File: config.mk
export PLATFORM = sky130hd
export DESIGN_NAME = csma_cd_station_backoff_flat
export DESIGN_NICKNAME = d
export VERILOG_FILES = /design/src/rtl/csma_pkg.sv /design/src/rtl/csma_evt_if.sv /design/src/rtl/csma_cd_station_backoff.sv /design/src/flat_wrapper.sv
export SDC_FILE = /design/constraint.sdc
export NUM_CORES = 1
export LEC_CHECK = 0
export ABC_AREA = 1
export CAP_MARGIN = 0
export CORE_ASPECT_RATIO = 1.1
export CORE_MARGIN = 3
export CORE_UTILIZATION = 55
export CTS_CLUSTER_DIAMETER = 200
export DETAILED_ROUTE_END_ITERATION = 8
export DONT_BUFFER_PORTS = 1
export PLACE_DENSITY = 0.7
export SLEW_MARGIN = 10
export SYNTH_ARGS = -nofsm -noshare
export SYNTH_HDL_FRONTEND = slang
export SYNTH_SLANG_ARGS = --single-unit
File: constraint.sdc
create_clock -name clk_i -period 3.82 [get_ports clk_i]
set_clock_uncertainty 0.1 [all_clocks]
set_input_delay 0.955 -clock clk_i [delete_from_list [all_inputs] [get_ports clk_i]]
set_output_delay 0.955 -clock clk_i [all_outputs]
set_load 0.02 [all_outputs]
File: src/rtl/csma_pkg.sv
// ----------------------------------------------------------------------------
// csma_pkg
// Shared types and constants for the CSMA/CD station backoff block.
// ----------------------------------------------------------------------------
package csma_pkg;

  // event codes carried by an input item
  typedef enum logic [1:0] {
    OP_SLOT      = 2'd0,
    OP_COLLISION = 2'd1,
    OP_SUCCESS   = 2'd2,
    OP_ADVANCE   = 2'd3
  } op_e;

  // configuration register indexes
  typedef enum logic [1:0] {
    CFG_BACKOFF_LIMIT     = 2'd0,
    CFG_PERSIST_THRESHOLD = 2'd1,
    CFG_FRAME_COUNT       = 2'd2
  } cfg_idx_e;

  // field widths
  localparam int unsigned AttemptW   = 4;
  localparam int unsigned WaitW      = 15;
  localparam int unsigned CooldownW  = 3;
  localparam int unsigned FrameW     = 8;
  localparam int unsigned CountW     = 16;
  localparam int unsigned SlotW      = 32;
  localparam int unsigned RandPW     = 16;
  localparam int unsigned ThreshW    = 17;
  localparam int unsigned CfgDataW   = 17;

  // hard cap on backoff attempts before a drop, at most what attempt can hold
  localparam int unsigned MaxBackoffLimit = 15;
  localparam logic [AttemptW-1:0] LimitCap =
    AttemptW'((MaxBackoffLimit > 15) ? 15 : MaxBackoffLimit);

  // slot ticks skipped after a drop
  localparam logic [CooldownW-1:0] DropCooldown = 3'd5;

  // reset values of the configuration registers
  localparam logic [AttemptW-1:0] BackoffLimitRst   = 4'd15;
  localparam logic [ThreshW-1:0]  PersistThreshRst  = 17'd32768;
  localparam logic [FrameW-1:0]   FrameCountRst     = 8'd0;

endpackage

File: src/rtl/csma_evt_if.sv
// ----------------------------------------------------------------------------
// csma_evt_if / csma_res_if
// Valid/ready channels for station events and per-event results.
// ----------------------------------------------------------------------------
interface csma_evt_if;
  logic                        valid;
  logic                        ready;
  csma_pkg::op_e               op;
  logic                        channel_busy;
  logic [15:0]                 rand_persist;
  logic [14:0]                 rand_backoff;
  logic [31:0]                 slot_now;

  modport source (output valid, op, channel_busy, rand_persist, rand_backoff, slot_now,
                  input ready);
  modport sink   (input valid, op, channel_busy, rand_persist, rand_backoff, slot_now,
                  output ready);
endinterface

interface csma_res_if;
  logic        valid;
  logic        ready;
  logic        transmit;
  logic        drop_signal;
  logic [7:0]  frames_left;
  logic [3:0]  attempt_count;
  logic [14:0] wait_left;
  logic        jam_flag;
  logic [15:0] collision_total;
  logic [15:0] drop_total;
  logic [31:0] frame_start;

  modport source (output valid, transmit, drop_signal, frames_left, attempt_count,
                  wait_left, jam_flag, collision_total, drop_total, frame_start,
                  input ready);
  modport sink   (input valid, transmit, drop_signal, frames_left, attempt_count,
                  wait_left, jam_flag, collision_total, drop_total, frame_start,
                  output ready);
endinterface

File: src/rtl/csma_cd_station_backoff.sv
// Result path: an accepted input is held in the input register, then in the result register.
// Throughput: one item per cycle while the result side is not stalled; the station state update is a single pass of
// counter and compare logic between the input register and the result register.
// A stalled result register holds one item and the input register one more.
// Reset: asynchronous, active low; state counters clear to zero and the
// configuration registers take their defaults.
// ----------------------------------------------------------------------------
// csma_cd_station_backoff
// CSMA/CD station with p-persistence and binary exponential backoff, one
// event per item and one result per item.
// ----------------------------------------------------------------------------
module csma_cd_station_backoff (
  input  logic                          clk_i,
  input  logic                          rst_ni,
  input  logic                          cfg_we_i,
  input  csma_pkg::cfg_idx_e            cfg_idx_i,
  input  logic [csma_pkg::CfgDataW-1:0] cfg_data_i,
  csma_evt_if.sink                      evt_i,
  csma_res_if.source                    res_o
);
  import csma_pkg::*;

  // configuration registers
  logic [AttemptW-1:0] backoff_limit_q;
  logic [ThreshW-1:0]  persist_thresh_q;
  logic [FrameW-1:0]   frame_count_q;

  always_ff @(posedge clk_i or negedge rst_ni) begin
    if (!rst_ni) begin
      backoff_limit_q  <= BackoffLimitRst;
      persist_thresh_q <= PersistThreshRst;
      frame_count_q    <= FrameCountRst;
    end else if (cfg_we_i) begin
      case (cfg_idx_i)
        CFG_BACKOFF_LIMIT:     backoff_limit_q  <= cfg_data_i[AttemptW-1:0];
        CFG_PERSIST_THRESHOLD: persist_thresh_q <= cfg_data_i[ThreshW-1:0];
        CFG_FRAME_COUNT:       frame_count_q    <= cfg_data_i[FrameW-1:0];
        default: ;
      endcase
    end
  end

  // pipeline handshake
  logic in_valid_q, out_valid_q;
  logic out_load;

  assign out_load    = in_valid_q && (!out_valid_q || res_o.ready);
  assign evt_i.ready = !in_valid_q || out_load;

  always_ff @(posedge clk_i or negedge rst_ni) begin
    if (!rst_ni) begin
      in_valid_q  <= 1'b0;
      out_valid_q <= 1'b0;
    end else begin
      if (evt_i.ready) in_valid_q <= evt_i.valid;
      if (out_load) out_valid_q <= 1'b1;
      else if (res_o.ready) out_valid_q <= 1'b0;
    end
  end

  // input register
  op_e               op_q;
  logic              busy_q;
  logic [RandPW-1:0] rand_p_q;
  logic [WaitW-1:0]  rand_b_q;
  logic [SlotW-1:0]  now_q;

  always_ff @(posedge clk_i) begin
    if (evt_i.valid && evt_i.ready) begin
      op_q     <= evt_i.op;
      busy_q   <= evt_i.channel_busy;
      rand_p_q <= evt_i.rand_persist;
      rand_b_q <= evt_i.rand_backoff;
      now_q    <= evt_i.slot_now;
    end
  end

  // station state
  logic [AttemptW-1:0]  attempt_q, attempt_d;
  logic [WaitW-1:0]     wait_q, wait_d;
  logic [CooldownW-1:0] cooldown_q, cooldown_d;
  logic                 jam_q, jam_d;
  logic                 sending_q, sending_d;
  logic [FrameW-1:0]    head_q, head_d;
  logic [CountW-1:0]    coll_q, coll_d;
  logic [CountW-1:0]    drops_q, drops_d;
  logic [SlotW-1:0]     start_q, start_d;

  always_ff @(posedge clk_i or negedge rst_ni) begin
    if (!rst_ni) begin
      attempt_q  <= '0;
      wait_q     <= '0;
      cooldown_q <= '0;
      jam_q      <= 1'b0;
      sending_q  <= 1'b0;
      head_q     <= '0;
      coll_q     <= '0;
      drops_q    <= '0;
      start_q    <= '0;
    end else if (out_load) begin
      attempt_q  <= attempt_d;
      wait_q     <= wait_d;
      cooldown_q <= cooldown_d;
      jam_q      <= jam_d;
      sending_q  <= sending_d;
      head_q     <= head_d;
      coll_q     <= coll_d;
      drops_q    <= drops_d;
      start_q    <= start_d;
    end
  end

  // backoff terms shared by slot and collision events
  logic [AttemptW-1:0] eff_limit;
  logic                bo_retry;
  logic [AttemptW-1:0] bo_attempt;
  logic [WaitW:0]      bo_span;
  logic [WaitW-1:0]    bo_wait;
  logic [CountW-1:0]   drops_sat;
  logic [CountW-1:0]   coll_sat;
  logic                have_frames;
  logic [FrameW-1:0]   head_next;

  assign eff_limit  = (backoff_limit_q < LimitCap) ? backoff_limit_q : LimitCap;
  assign bo_retry   = attempt_q < eff_limit;
  assign bo_attempt = attempt_q + AttemptW'(1);
  assign bo_span    = ((WaitW+1)'(1) << bo_attempt) - (WaitW+1)'(1);
  assign bo_wait    = rand_b_q & bo_span[WaitW-1:0];
  assign drops_sat  = (&drops_q) ? drops_q : drops_q + CountW'(1);
  assign coll_sat   = (&coll_q) ? coll_q : coll_q + CountW'(1);
  assign have_frames = head_q < frame_count_q;
  assign head_next  = head_q + FrameW'(1);

  // event update
  logic tx, dropped, do_backoff, do_advance;
  logic [FrameW-1:0] frames_left;

  always_comb begin
    attempt_d  = attempt_q;
    wait_d     = wait_q;
    cooldown_d = cooldown_q;
    jam_d      = jam_q;
    sending_d  = sending_q;
    head_d     = head_q;
    coll_d     = coll_q;
    drops_d    = drops_q;
    start_d    = start_q;
    tx         = 1'b0;
    dropped    = 1'b0;
    do_backoff = 1'b0;
    do_advance = 1'b0;

    case (op_q)
      OP_SLOT: begin
        if (have_frames && !sending_q) begin
          if (cooldown_q != '0) begin
            cooldown_d = cooldown_q - CooldownW'(1);
          end else if (wait_q == '0 && !busy_q) begin
            if ({1'b0, rand_p_q} < persist_thresh_q) begin
              tx        = 1'b1;
              sending_d = 1'b1;
            end
          end else if (wait_q != '0) begin
            wait_d = wait_q - WaitW'(1);
          end else begin
            do_backoff = 1'b1;
          end
        end
      end
      OP_COLLISION: begin
        jam_d      = 1'b1;
        sending_d  = 1'b0;
        coll_d     = coll_sat;
        do_backoff = 1'b1;
      end
      OP_SUCCESS: begin
        sending_d  = 1'b0;
        attempt_d  = '0;
        do_advance = 1'b1;
      end
      OP_ADVANCE: begin
        do_advance = 1'b1;
      end
      default: ;
    endcase

    // backoff: retry with a fresh random wait or drop the head frame
    if (do_backoff) begin
      if (bo_retry) begin
        attempt_d = bo_attempt;
        wait_d    = bo_wait;
      end else begin
        attempt_d  = '0;
        cooldown_d = DropCooldown;
        drops_d    = drops_sat;
        dropped    = 1'b1;
      end
    end

    // head of line moves on; record start slot when a frame remains
    if (do_advance && have_frames) begin
      head_d = head_next;
      if (head_next < frame_count_q) start_d = now_q;
    end

    frames_left = (head_d < frame_count_q) ? frame_count_q - head_d : '0;
  end

  // result register
  always_ff @(posedge clk_i) begin
    if (out_load) begin
      res_o.transmit        <= tx;
      res_o.drop_signal     <= dropped;
      res_o.frames_left     <= frames_left;
      res_o.attempt_count   <= attempt_d;
      res_o.wait_left       <= wait_d;
      res_o.jam_flag        <= jam_d;
      res_o.collision_total <= coll_d;
      res_o.drop_total      <= drops_d;
      res_o.frame_start     <= start_d;
    end
  end

  assign res_o.valid = out_valid_q;

endmodule

File: src/flat_wrapper.sv
// flat-port wrapper written by rule: the top's interface ports become plain ports
module csma_cd_station_backoff_flat import csma_pkg::*;
  (clk_i, rst_ni, cfg_we_i, cfg_idx_i, cfg_data_i, evt_i_valid, evt_i_op, evt_i_channel_busy, evt_i_rand_persist, evt_i_rand_backoff, evt_i_slot_now, evt_i_ready, res_o_valid, res_o_transmit, res_o_drop_signal, res_o_frames_left, res_o_attempt_count, res_o_wait_left, res_o_jam_flag, res_o_collision_total, res_o_drop_total, res_o_frame_start, res_o_ready);
  csma_evt_if evt_i_i ();
  csma_res_if res_o_i ();
  input  logic clk_i;
  input  logic rst_ni;
  input  logic cfg_we_i;
  input  csma_pkg::cfg_idx_e cfg_idx_i;
  input  logic [csma_pkg::CfgDataW-1:0] cfg_data_i;
  input wire logic [$bits(evt_i_i.valid)-1:0] evt_i_valid;
  input wire logic [$bits(evt_i_i.op)-1:0] evt_i_op;
  input wire logic [$bits(evt_i_i.channel_busy)-1:0] evt_i_channel_busy;
  input wire logic [$bits(evt_i_i.rand_persist)-1:0] evt_i_rand_persist;
  input wire logic [$bits(evt_i_i.rand_backoff)-1:0] evt_i_rand_backoff;
  input wire logic [$bits(evt_i_i.slot_now)-1:0] evt_i_slot_now;
  output wire logic [$bits(evt_i_i.ready)-1:0] evt_i_ready;
  output wire logic [$bits(res_o_i.valid)-1:0] res_o_valid;
  output wire logic [$bits(res_o_i.transmit)-1:0] res_o_transmit;
  output wire logic [$bits(res_o_i.drop_signal)-1:0] res_o_drop_signal;
  output wire logic [$bits(res_o_i.frames_left)-1:0] res_o_frames_left;
  output wire logic [$bits(res_o_i.attempt_count)-1:0] res_o_attempt_count;
  output wire logic [$bits(res_o_i.wait_left)-1:0] res_o_wait_left;
  output wire logic [$bits(res_o_i.jam_flag)-1:0] res_o_jam_flag;
  output wire logic [$bits(res_o_i.collision_total)-1:0] res_o_collision_total;
  output wire logic [$bits(res_o_i.drop_total)-1:0] res_o_drop_total;
  output wire logic [$bits(res_o_i.frame_start)-1:0] res_o_frame_start;
  input wire logic [$bits(res_o_i.ready)-1:0] res_o_ready;
  assign evt_i_i.valid = evt_i_valid;
  assign evt_i_i.op = evt_i_op;
  assign evt_i_i.channel_busy = evt_i_channel_busy;
  assign evt_i_i.rand_persist = evt_i_rand_persist;
  assign evt_i_i.rand_backoff = evt_i_rand_backoff;
  assign evt_i_i.slot_now = evt_i_slot_now;
  assign evt_i_ready = evt_i_i.ready;
  assign res_o_valid = res_o_i.valid;
  assign res_o_transmit = res_o_i.transmit;
  assign res_o_drop_signal = res_o_i.drop_signal;
  assign res_o_frames_left = res_o_i.frames_left;
  assign res_o_attempt_count = res_o_i.attempt_count;
  assign res_o_wait_left = res_o_i.wait_left;
  assign res_o_jam_flag = res_o_i.jam_flag;
  assign res_o_collision_total = res_o_i.collision_total;
  assign res_o_drop_total = res_o_i.drop_total;
  assign res_o_frame_start = res_o_i.frame_start;
  assign res_o_i.ready = res_o_ready;
  csma_cd_station_backoff u_core (.clk_i(clk_i), .rst_ni(rst_ni), .cfg_we_i(cfg_we_i), .cfg_idx_i(cfg_idx_i), .cfg_data_i(cfg_data_i), .evt_i(evt_i_i), .res_o(res_o_i));
endmodule
# Word level (Yosys, flattened, before mapping)
# Index checks and enable logic that the tools add are counted.
# classes
add_sub_neg	8
n_lt_le_gt_ge	6
n_eq_ne	9
n_shift	1
muxes	40
n_bitwise	4
n_reduce_logical	27
# ops
operator	n
2-to-1 mux 15 bit	7
2-to-1 mux 16 bit	5
2-to-1 mux 32 bit	2
adder 16 x 1 -> 16 bit, second input constant	2
AND reduction 16 bit	2
< comparator 8 bit	3
< comparator 16 x 17 -> 1 bit	1
2-to-1 mux 4 bit	4
AND 15 bit	1
logical NOT 15 bit	1
2-to-1 mux 3 bit	5
nonzero test 15 bit	1
left shift 1 x 4 -> 15 bit, first input constant	1
subtractor 15 x 1 -> 15 bit, second input constant	1
subtractor 15 x 2 -> 15 bit, second input constant	1
2-to-1 mux 1 bit	14
adder 8 x 1 -> 8 bit, second input constant	1
2-to-1 mux 8 bit	1
subtractor 8 bit	1
== test 2 bit, second input constant	3
inequality test 2 x 1 -> 1 bit, second input constant	3
AND reduction 2 bit	3
AND reduction 6 bit	1
logical AND 1 bit	5
15 further kinds	26
# word_totals
reg_bits	287
out_inout_bits	96

# Longest topological paths before layout
# logic_depth
ltp_word	8
mapped_depth	22
mapped_depth_nobuf	22

# Least setup slack after synthesis
# No wires, ideal clock.
# synth_path
path_type	input to register
startpoint	input res_o_ready
endpoint	register u_core.res_o.attempt_count[0], enable pin
setup_time_ns	0.413
arrival_time_ns	2.763
required_ns	3.307
setup_slack_ns	0.544
cell_stages	6
path_buffers	2
path_cell_list	inv_1 -> nand2_1 -> nand2_1 -> inv_2 -> clkbuf_1 -> buf_2
# synth_via
elab_chain_cells	2
# synth_lines
item	line	rtl
start: declaration	flat_wrapper.sv:28	input wire logic [$bits(res_o_i.ready)-1:0] res_o_ready;
logical OR 1 bit	csma_cd_station_backoff.sv:47	assign out_load = in_valid_q && (!out_valid_q || res_o.ready);
logical AND 1 bit	csma_cd_station_backoff.sv:47	
via u_core.out_load	csma_cd_station_backoff.sv:45	logic out_load;
end signal: assignment	csma_cd_station_backoff.sv:215	res_o.attempt_count <= attempt_d;
end: declaration	csma_evt_if.sv:33	modport source (output valid, transmit, drop_signal, frames_left, attempt_count,
# The timed path passes the listed nets, and every way through them passes these cells.
# A chain may end at the register's enable or synchronous reset.

# Worst setup path in the final report
# layout_path
startpoint	register u_core.frame_count_q[7]
endpoint	register u_core.res_o.frames_left[7], data pin
# layout_via
elab_chain_cells	4
# layout_lines
item	line	rtl
start: declaration	csma_cd_station_backoff.sv:26	logic [FrameW-1:0] frame_count_q;
start signal: assignment	csma_cd_station_backoff.sv:32	frame_count_q <= FrameCountRst;
start signal: assignment	csma_cd_station_backoff.sv:37	CFG_FRAME_COUNT: frame_count_q <= cfg_data_i[FrameW-1:0];
< comparator 8 bit *	csma_cd_station_backoff.sv:131	assign have_frames = head_q < frame_count_q;
logical AND 1 bit *	csma_cd_station_backoff.sv:201	if (do_advance && have_frames) begin
2-to-1 mux 8 bit *	csma_cd_station_backoff.sv:201	
via u_core.head_d[1]	csma_cd_station_backoff.sv:84	logic [FrameW-1:0] head_q, head_d;
subtractor 8 bit / < comparator 8 bit (equally long branches)	csma_cd_station_backoff.sv:206	frames_left = (head_d < frame_count_q) ? frame_count_q - head_d : '0;
end: declaration	csma_evt_if.sv:33	
# Mark *: on every way through the listed nets, which the timed path passes. The rest lies on a longest branch.

==> qor.yml <==
core_area_um2: 25300
grt_usage_pct: 21.4
cp.required_ns: 4.14
clockBufferDepth: 3
drt_first_pass_iters: 5
dp_slack_ns: 0.405
crit_family: "simple AND/OR/NAND/NOR gates"
ir_drop_uv: 544
holdBufCountCts: 1
area_delta_synth_final_pct: 10.8
crit_type: "reg2reg"
status: "completed"
slew_headroom_pct: 53.4
hold_path_class: "in2async"
place_congestion: 0.915
cp_slowest_stage_delay_ns: 0.46
initial_core_util_pct: 55.9
rsz0062_at_grt: "false"
drive_above_1_share_pct: 6.48
clock_latency_ns: 0.56
grt_overflow: 0
power_density_nw_per_um2: 803
grt_pass1_vias: 9792
postCtsSetupRepairBufs: 0
seqCellArea_um2: 7990
dpl_cell_area_um2: 14600
postLayoutCoreUtil_pct: 62.0
reg2reg_depth: 18
portBuffers: 0
use_met2_pct: 35.9
multiInputGateArea_um2: 5390
cts_sinks: 287
finalSetupTns_ns: 0
drt_iter0_drc: 707
dieArea_um2: 27700
grt-busiest-layer: "met2"
num_vias: 10238
hpwl_um: 20500
ioPinCount: 186
fmax_mhz: 289
fillers: 2124
grt_max_degree: 123
fp.dieH_um: 174
die_x_um: 159
cp_cell_sequence: "inv_1 > ha_1 > a21oi_1 > o21a_1 > nand3_2 > or2_2 > o21ai_0 > inv_1 > fa_1 > nor2_1 > nor2_1 > nand2_1 > nand2_1 > inv_1 > nand3_1 > nand3_1 > nand2_2 > nor2_1"
slew_violations: 0
ys.flop_type: "edfxtp_1"
wl_per_cell_um: 15.7
synth-seq-cells: 287
ys_seq_area_share_pct: 56.4
synth_area_um2: 14200
synth.net_count: 1665
critPathBufInv: 3
cts_resized: 0
mostFrequentLayoutCells: "nand2_1 (359), edfxtp_1 (160), inv_1 (152)"
drt_wl_total_um: 29800
tightest_slew_ns: 0.699
setup_violations: 0
avgViaCountPerCell: 5.41
critPathSlowestCell: "fa_1"
cp-start-kind: "register"
met3_usage_pct: 4.74
leakage_nw: 6.81
end_kind: "register"
root_buffer: "clkbuf_16"
cts_inserted_buffers: 30
antenna_found_initial: 5
synth_edf_count: 160
period_minus_slack_ns: 3.46
hold_viol: 0
ys_types: 48
rows: 61
r2r_start: "u_core.frame_count_q[7]$_DFFE_PN0P_"
synthArstFlopShare_pct: 44.3
reg2reg_to: "u_core.res_o.frames_left[7]$_SDFFCE_PP0P_"
yosysWarnings: 0
crit_fanout: 8
final_net_count: 1667
fin_ws_ns: 0.357
drc: 0
layout_commonest_cell: "nand2_1"
finalCritPeriodShare_pct: 90.6
met1_usage_pct: 27.8
reg2reg_slack_ns: 0.36
htreeDepth: 1
maxCapViolCount: 0
syn_inst: 1518
worst_ep_arrival_time_ns: 3.78
postRouteAntennaNets: 0
clk_pin_slew_ns: 0.06
final_area_um2: 15700
grt_pass1_wl_um: 49100
cts_tree: "done"
synth_area_per_cell_um2: 9.34
-- layer usage --
metal,wire length (µm),part of all wire (%)
met1,13100,44
met2,14000,47
met3,1800,6.0
met4,850,2.9
met5,27,0.091
-- cells by family after synthesis --
family | after synthesis | share of synthesized area [%]
multiplexers | 2 | 0.141
XOR/XNOR | 50 | 3.14
AND/OR/NAND/NOR | 679 | 20.5
buffers and inverters | 208 | 5.68
flip-flops | 287 | 56.4
adder cells (fa/ha/maj) | 57 | 5.08
AO/OA/AOI/OAI | 235 | 9.04
-- cell usage after synthesis, types with 4 or more instances --
cell	instances	area share (%)
o31ai_1	4	0.21
dfrtp_1	122	22
dfstp_2	5	0.93
xor2_1	49	3.0
a31oi_1	35	1.5
ha_1	56	4.9
inv_2	4	0.11
and2_1	6	0.26
nor2_2	4	0.18
nand2_1	359	9.5
edfxtp_1	160	34
buf_1	5	0.13
nor4_1	6	0.26
nor2_1	108	2.9
a21oi_1	30	1.1
nand2_2	5	0.22
buf_2	10	0.35
nand3b_1	4	0.21
o21ai_0	134	4.7
inv_1	153	4.1
nand4_1	19	0.84
o21ai_1	21	0.74
nand3_1	131	4.6
nor3_1	24	0.85
clkbuf_1	29	0.77
-- cell type report --
class / instances / share of cell area (%)
inverter: 160 / 3.87
clock buffer: 34 / 4.88
timing repair buffer: 18 / 1.15
sequential: 287 / 50.9
multi-input combinational: 1023 / 34.3
antenna: 3 / 0.0478
tap: 346 / 2.76
clock inverter: 22 / 2.10
-- how the worst max path moves through the flow --
stage	to	slack [ns]	from	cells after the start
after floorplan	u_core.res_o.attempt_count[0]$_DFFE_PP_	0.54	res_o_ready	6
after global placement	u_core.res_o.frames_left[6]$_SDFFCE_PP0P_	0.49	u_core.head_q[5]$_DFFE_PN0P_	18
after detailed placement	u_core.res_o.frames_left[6]$_SDFFCE_PP0P_	0.40	u_core.frame_count_q[7]$_DFFE_PN0P_	19
after CTS	u_core.res_o.frames_left[7]$_SDFFCE_PP0P_	0.38	u_core.frame_count_q[7]$_DFFE_PN0P_	18
after global routing	u_core.res_o.frames_left[5]$_SDFFCE_PP0P_	0.05	u_core.frame_count_q[7]$_DFFE_PN0P_	18
final	u_core.res_o.frames_left[7]$_SDFFCE_PP0P_	0.36	u_core.frame_count_q[7]$_DFFE_PN0P_	18
-- per-stage QoR --
step	power (mW)	instances	hold WS, ns
after CTS	12.7	1890	0.115
final	12.6	1893	0.143
after global routing	13.6	1893	0.117
after global placement	9.30	1833	0.340
after detailed placement	9.44	1833	0.348
after floorplan	8.42	1518	0.327
-- registers in the layout, summed over array words and instances, names as in the netlist, 8 cells and up --
| signal | count |
|---|---|
| u_core.start_q | 32 |
| u_core.res_o.frame_start | 32 |
| u_core.drops_q | 16 |
| u_core.res_o.drop_total | 16 |
| u_core.wait_q | 15 |
| u_core.res_o.collision_total | 16 |
| u_core.rand_b_q | 15 |
| u_core.frame_count_q | 8 |
| u_core.now_q | 32 |
| u_core.res_o.frames_left | 8 |
| u_core.persist_thresh_q | 17 |
| u_core.res_o.wait_left | 15 |
| u_core.head_q | 8 |
| u_core.rand_p_q | 16 |
| u_core.coll_q | 16 |
-- where the power goes --
part	leakage, nW	internal, mW	switching [mW]	total [mW]
Clock	0.529	1.98	1.20	3.18
Combinational	3.19	1.37	2.65	4.02
Sequential	3.09	4.42	0.982	5.40
Total	6.81	7.77	4.83	12.6
-- worst register-to-register path, stage by stage, from the launching register on --
cell	delay [ns]
dfrtp_1	0.39
inv_1	0.09
ha_1	0.29
a21oi_1	0.15
o21a_1	0.25
nand3_2	0.24
or2_2	0.34
o21ai_0	0.14
inv_1	0.12
fa_1	0.46
nor2_1	0.12
nor2_1	0.05
nand2_1	0.06
nand2_1	0.07
inv_1	0.08
nand3_1	0.06
nand3_1	0.09
nand2_2	0.11
nor2_1	0.12
(Power assumes the default switching activity.)
